$ cat config.mk
export PLATFORM = sky130hd
export DESIGN_NAME = fdrq_ram
export DESIGN_NICKNAME = d
export VERILOG_FILES = /design/src/rtl/fdrq_ram.sv
export SDC_FILE = /design/constraint.sdc
export NUM_CORES = 1
export LEC_CHECK = 0
export ABC_AREA = 1
export BUFFER_PORTS_ARGS = -buffer_cell sky130_fd_sc_hd__buf_2
export CAP_MARGIN = 30
export CELL_PAD_IN_SITES_DETAIL_PLACEMENT = 1
export CELL_PAD_IN_SITES_GLOBAL_PLACEMENT = 1
export CORE_ASPECT_RATIO = 1.75
export CORE_MARGIN = 5
export CORE_UTILIZATION = 40
export DETAILED_ROUTE_END_ITERATION = 16
export GPL_ROUTABILITY_DRIVEN = 0
export GPL_TIMING_DRIVEN = 0
export PLACE_DENSITY = 0.64
export SLEW_MARGIN = 5
export SYNTH_ARGS = -nofsm -noshare
export SYNTH_HDL_FRONTEND = slang
export SYNTH_SLANG_ARGS = --single-unit
$ cat constraint.sdc
create_clock -name clk_i -period 1.7 [get_ports clk_i]
set_input_delay 0.255 -clock clk_i [delete_from_list [all_inputs] [get_ports clk_i]]
set_output_delay 0.255 -clock clk_i [all_outputs]
set_load 0.02 [all_outputs]
$ cat src/rtl/fdrq_ram.sv
// ----------------------------------------------------------------------------
// fdrq_ram
// Generic simple dual-port RAM, one write and one read port, registered read.
// ----------------------------------------------------------------------------
module fdrq_ram #(
  parameter int unsigned WIDTH = 8,
  parameter int unsigned DEPTH = 16,
  localparam int unsigned AW   = (DEPTH > 1) ? $clog2(DEPTH) : 1
) (
  input  logic             clk_i,
  input  logic             we_i,
  input  logic [AW-1:0]    waddr_i,
  input  logic [WIDTH-1:0] wdata_i,
  input  logic             re_i,
  input  logic [AW-1:0]    raddr_i,
  output logic [WIDTH-1:0] rdata_o
);

  logic [WIDTH-1:0] mem [DEPTH];
  logic [WIDTH-1:0] rdata_q;

  always_ff @(posedge clk_i) begin
    if (we_i) begin
      mem[waddr_i] <= wdata_i;
    end
    if (re_i) begin
      rdata_q <= mem[raddr_i];
    end
  end

  assign rdata_o = rdata_q;

endmodule

### Yosys cells after proc, flatten, opt, wreduce, memory -nomap -nowiden

Memory sizes are Yosys's and may differ from the RTL's. A register that Yosys moved wholly into a read port is not among the register bits.
Index checks and enable logic that the tools add are counted.

* multiplexer cells: 2

Operators by type and width (count)
* two-way mux 1 bit: 2

* register bits: 0
* logic and storage cells: 3
* memories kept: 1
* input port bits: 19
* bits in writable memories: 128
* output and inout port bits: 8

Memory list
* mem: words 16, width 8, rd ports 1, clocked after Yosys merged registers in 1, wr ports 1, RTL line 19 `logic [WIDTH-1:0] mem [DEPTH];`

### Depth between registers and ports, before layout

* depth after elaboration: 2
* depth in mapped cells: 8
* depth with buffers taken out: 7

### Worst setup path after synthesis

Ideal clock, no wire load.

* kind: in2reg
* from: input port waddr_i[2]
* to: memory mem[10][0] (enable)
* required time: 1.330 ns
* cell stages on the path: 2
* slack: 0.494 ns
* data arrival time: 0.836 ns
* setup time: 0.370 ns
* path buffers: 0
* cells stage by stage: nand3b_1 -> nor2_1

RTL lines
* from (decl): RTL line 12 `input logic [AW-1:0] waddr_i,`
* to (decl): RTL line 19

Straight into the memory's write port.

### Final worst setup path

* from: input port waddr_i[3]
* to: memory mem[4][5] (enable)

Straight into the memory's write port.

==> flow_metrics.tcl <==
set metrics [dict create \
    netlist_area_um2 5847 \
    hp-class "input port to flip-flop" \
    wl_per_cell_um 19.79 \
    start_util_pct 40.69 \
    endpoint_kind "flip-flop" \
    syn_inst 551 \
    maxSlewViolCount 0 \
    finalWorstSetupSlack_ns 0.3933 \
    finalCriticalPeriod_ns 1.307 \
    synth_top_family_by_area "simple AND/OR/NAND/NOR gates" \
    finClkSkew_ns 0.006243 \
    path_cells "buf_2 -> nand3b_1 -> nor2_1" \
    top_layer_used "met4" \
    totalPowerFinal_mw 7.749 \
    max_freq_mhz 765.3 \
    cts_setup_buffers 0 \
    avgSynthCellArea_um2 10.61 \
    rows 58 \
    ys_seq_area_share_pct 69.85 \
    status "finished clean" \
    post-route-period-util_pct 76.86 \
    setup_violations 0 \
    synth_nets 570 \
    drive_gt1_share_pct 13.44 \
    drt-total-wl_um 15640 \
    rsz0062_at_grt "false" \
    drc 0 \
    num-nets-final 616 \
    vias 3901 \
    via_per_inst 4.938 \
    drt_iter0_markers 279 \
    wl_met2_um 8327 \
    start_kind "input port" \
    htreeDepth 4 \
    r2r_slack_ns 0.50 \
    place_hpwl_um 10920 \
    path_clk_slew_ns 0.06 \
    required_ns 1.74 \
    clkLatencyLatePin_ns 0.42 \
    grt_overflow 0 \
    placed_area_um2 6210 \
    clock_path_buffers 2 \
    numCtsBuffers 17 \
    path_class "input port to flip-flop" \
    die_x_um 101.4 \
    grt_pass1_vias 4129 \
    fin_area_um2 6779 \
    m1WireLength_um 6362 \
    diodes 0 \
    postCtsHoldBufs 0 \
    ys_warn_count 0 \
    path_max_fanout 8 \
    tritoncts "built" \
    leakage_nw 2.906 \
    synthAdderAreaFrac_pct 0 \
    port_buffers 23 \
    max-vdd-ir-drop_mv 0.7603 \
    fin_hold_ws_ns 0.1777 \
    io_pins 27 \
    synth-seq-cells 136 \
    synth_mux_area_share_pct 0 \
    wl_met3_um 521 \
    ant_nets 0 \
    synth_xor_xnor_area_share_pct 0 \
    cap_violations 0 \
    synth_cell_type_count 11 \
    areaGrowthSynthToFinish_pct 15.94 \
    place_ws_ns -0.07766 \
    antenna_found_initial 0 \
    die_area_um2 17230 \
    dr.pass1.iters 7 \
    core_um2 14370 \
    yosys.area_share.simple_pct 20.76 \
    synth_compound_area_share_pct 0 \
    clock_sinks 136 \
    tightest_slew_ns 0.9466 \
    layout_common_cells "nand2_1, edfxtp_1, inv_1, nand3_1, buf_2" \
    mostFrequentLayoutCell "nand2_1" \
    cts-root-buf "clkbuf_16" \
    final-hold-violation-count 0 \
    grt_util_all_layers_pct 19.17 \
    slowest_delay_ns 0.74 \
    chipHeight_um 169.9 \
    powerDensity_nw_per_um2 1143 \
    arrival_ns 1.34 \
    relSlewSlack_pct 36.66 \
    cts_resized 0 \
    cpMaxStageDelayCell "nor2_1" \
    grt_pass1_wl_um 23810 \
    grt_max_degree 17 \
    finish.utilization_pct 47.18 \
]
synthesized netlist by cell type (all sizes together):
cell type  count  area share (%)
buf           24             2.8
edfxtp       136              70
nor2          17             1.1
nand3         97             8.3
nand2        173              11
nand3b         2            0.26
inv          102             6.5
power by group:
| part | switching, mW | internal, mW | leakage [nW] | total, mW |
|---|---|---|---|---|
| combinational | 0.371 | 0.143 | 1.41 | 0.514 |
| sequential | 0.0182 | 3.78 | 1.24 | 3.80 |
| clock | 1.42 | 2.01 | 0.257 | 3.44 |
| total | 1.81 | 5.94 | 2.91 | 7.75 |
final timing paths:
kind                                            from              endpoint  cells past startpoint
worst max-delay path                      waddr_i[3]   mem[4][5]$_DFFE_PP_                      3
worst min-delay path                            re_i  rdata_o[0]$_DFFE_PP_                      1
worst max register to register   mem[0][7]$_DFFE_PP_  rdata_o[7]$_DFFE_PP_                      6
worst min register to register  mem[12][5]$_DFFE_PP_  rdata_o[5]$_DFFE_PP_                      6
area by class of cell:
class | instances | area (µm²)
fillers | 1613 | 7590
flip-flops and latches | 136 | 4084
multi-input cells | 289 | 1214
clock buffers | 18 | 429.2
inverters | 102 | 382.9
well taps | 180 | 225.2
plain buffers | 24 | 166.4
repair buffers | 27 | 152.6
clock inverters | 14 | 125.1
layer usage:
| metal | GRT usage (%) | up-vias |
|---|---|---|
| met2 | 33.95 | 105 |
| met3 | 3.486 | 25 |
| met5 | 0 | - |
| met1 | 22.93 | 1897 |
| li1 | - | 1874 |
| met4 | 6.944 | 0 |
critical path: cells and delay by family:
kind | cells | cell delay, ns
buf+inv | 1 | 0.12
simple gates | 2 | 0.97
per-stage QoR:
stage,setup TNS (ns),instances
floorplan,0,551
global placement,-3.001,754
detailed placement,-1.763,756
CTS,0,788
global route,0,790
finish,0,790
cell families (layout without fill, tap and decap cells):
logic type	Yosys count	in the layout
flops	136	136
buf+inv	126	185
simple gates	289	289
state kept, by name (all words and copies together) (netlist names):
| name | count |
|---|---|
| mem | 128 |
| rdata_o | 8 |
Note: power is estimated with default switching activity, not from simulation.
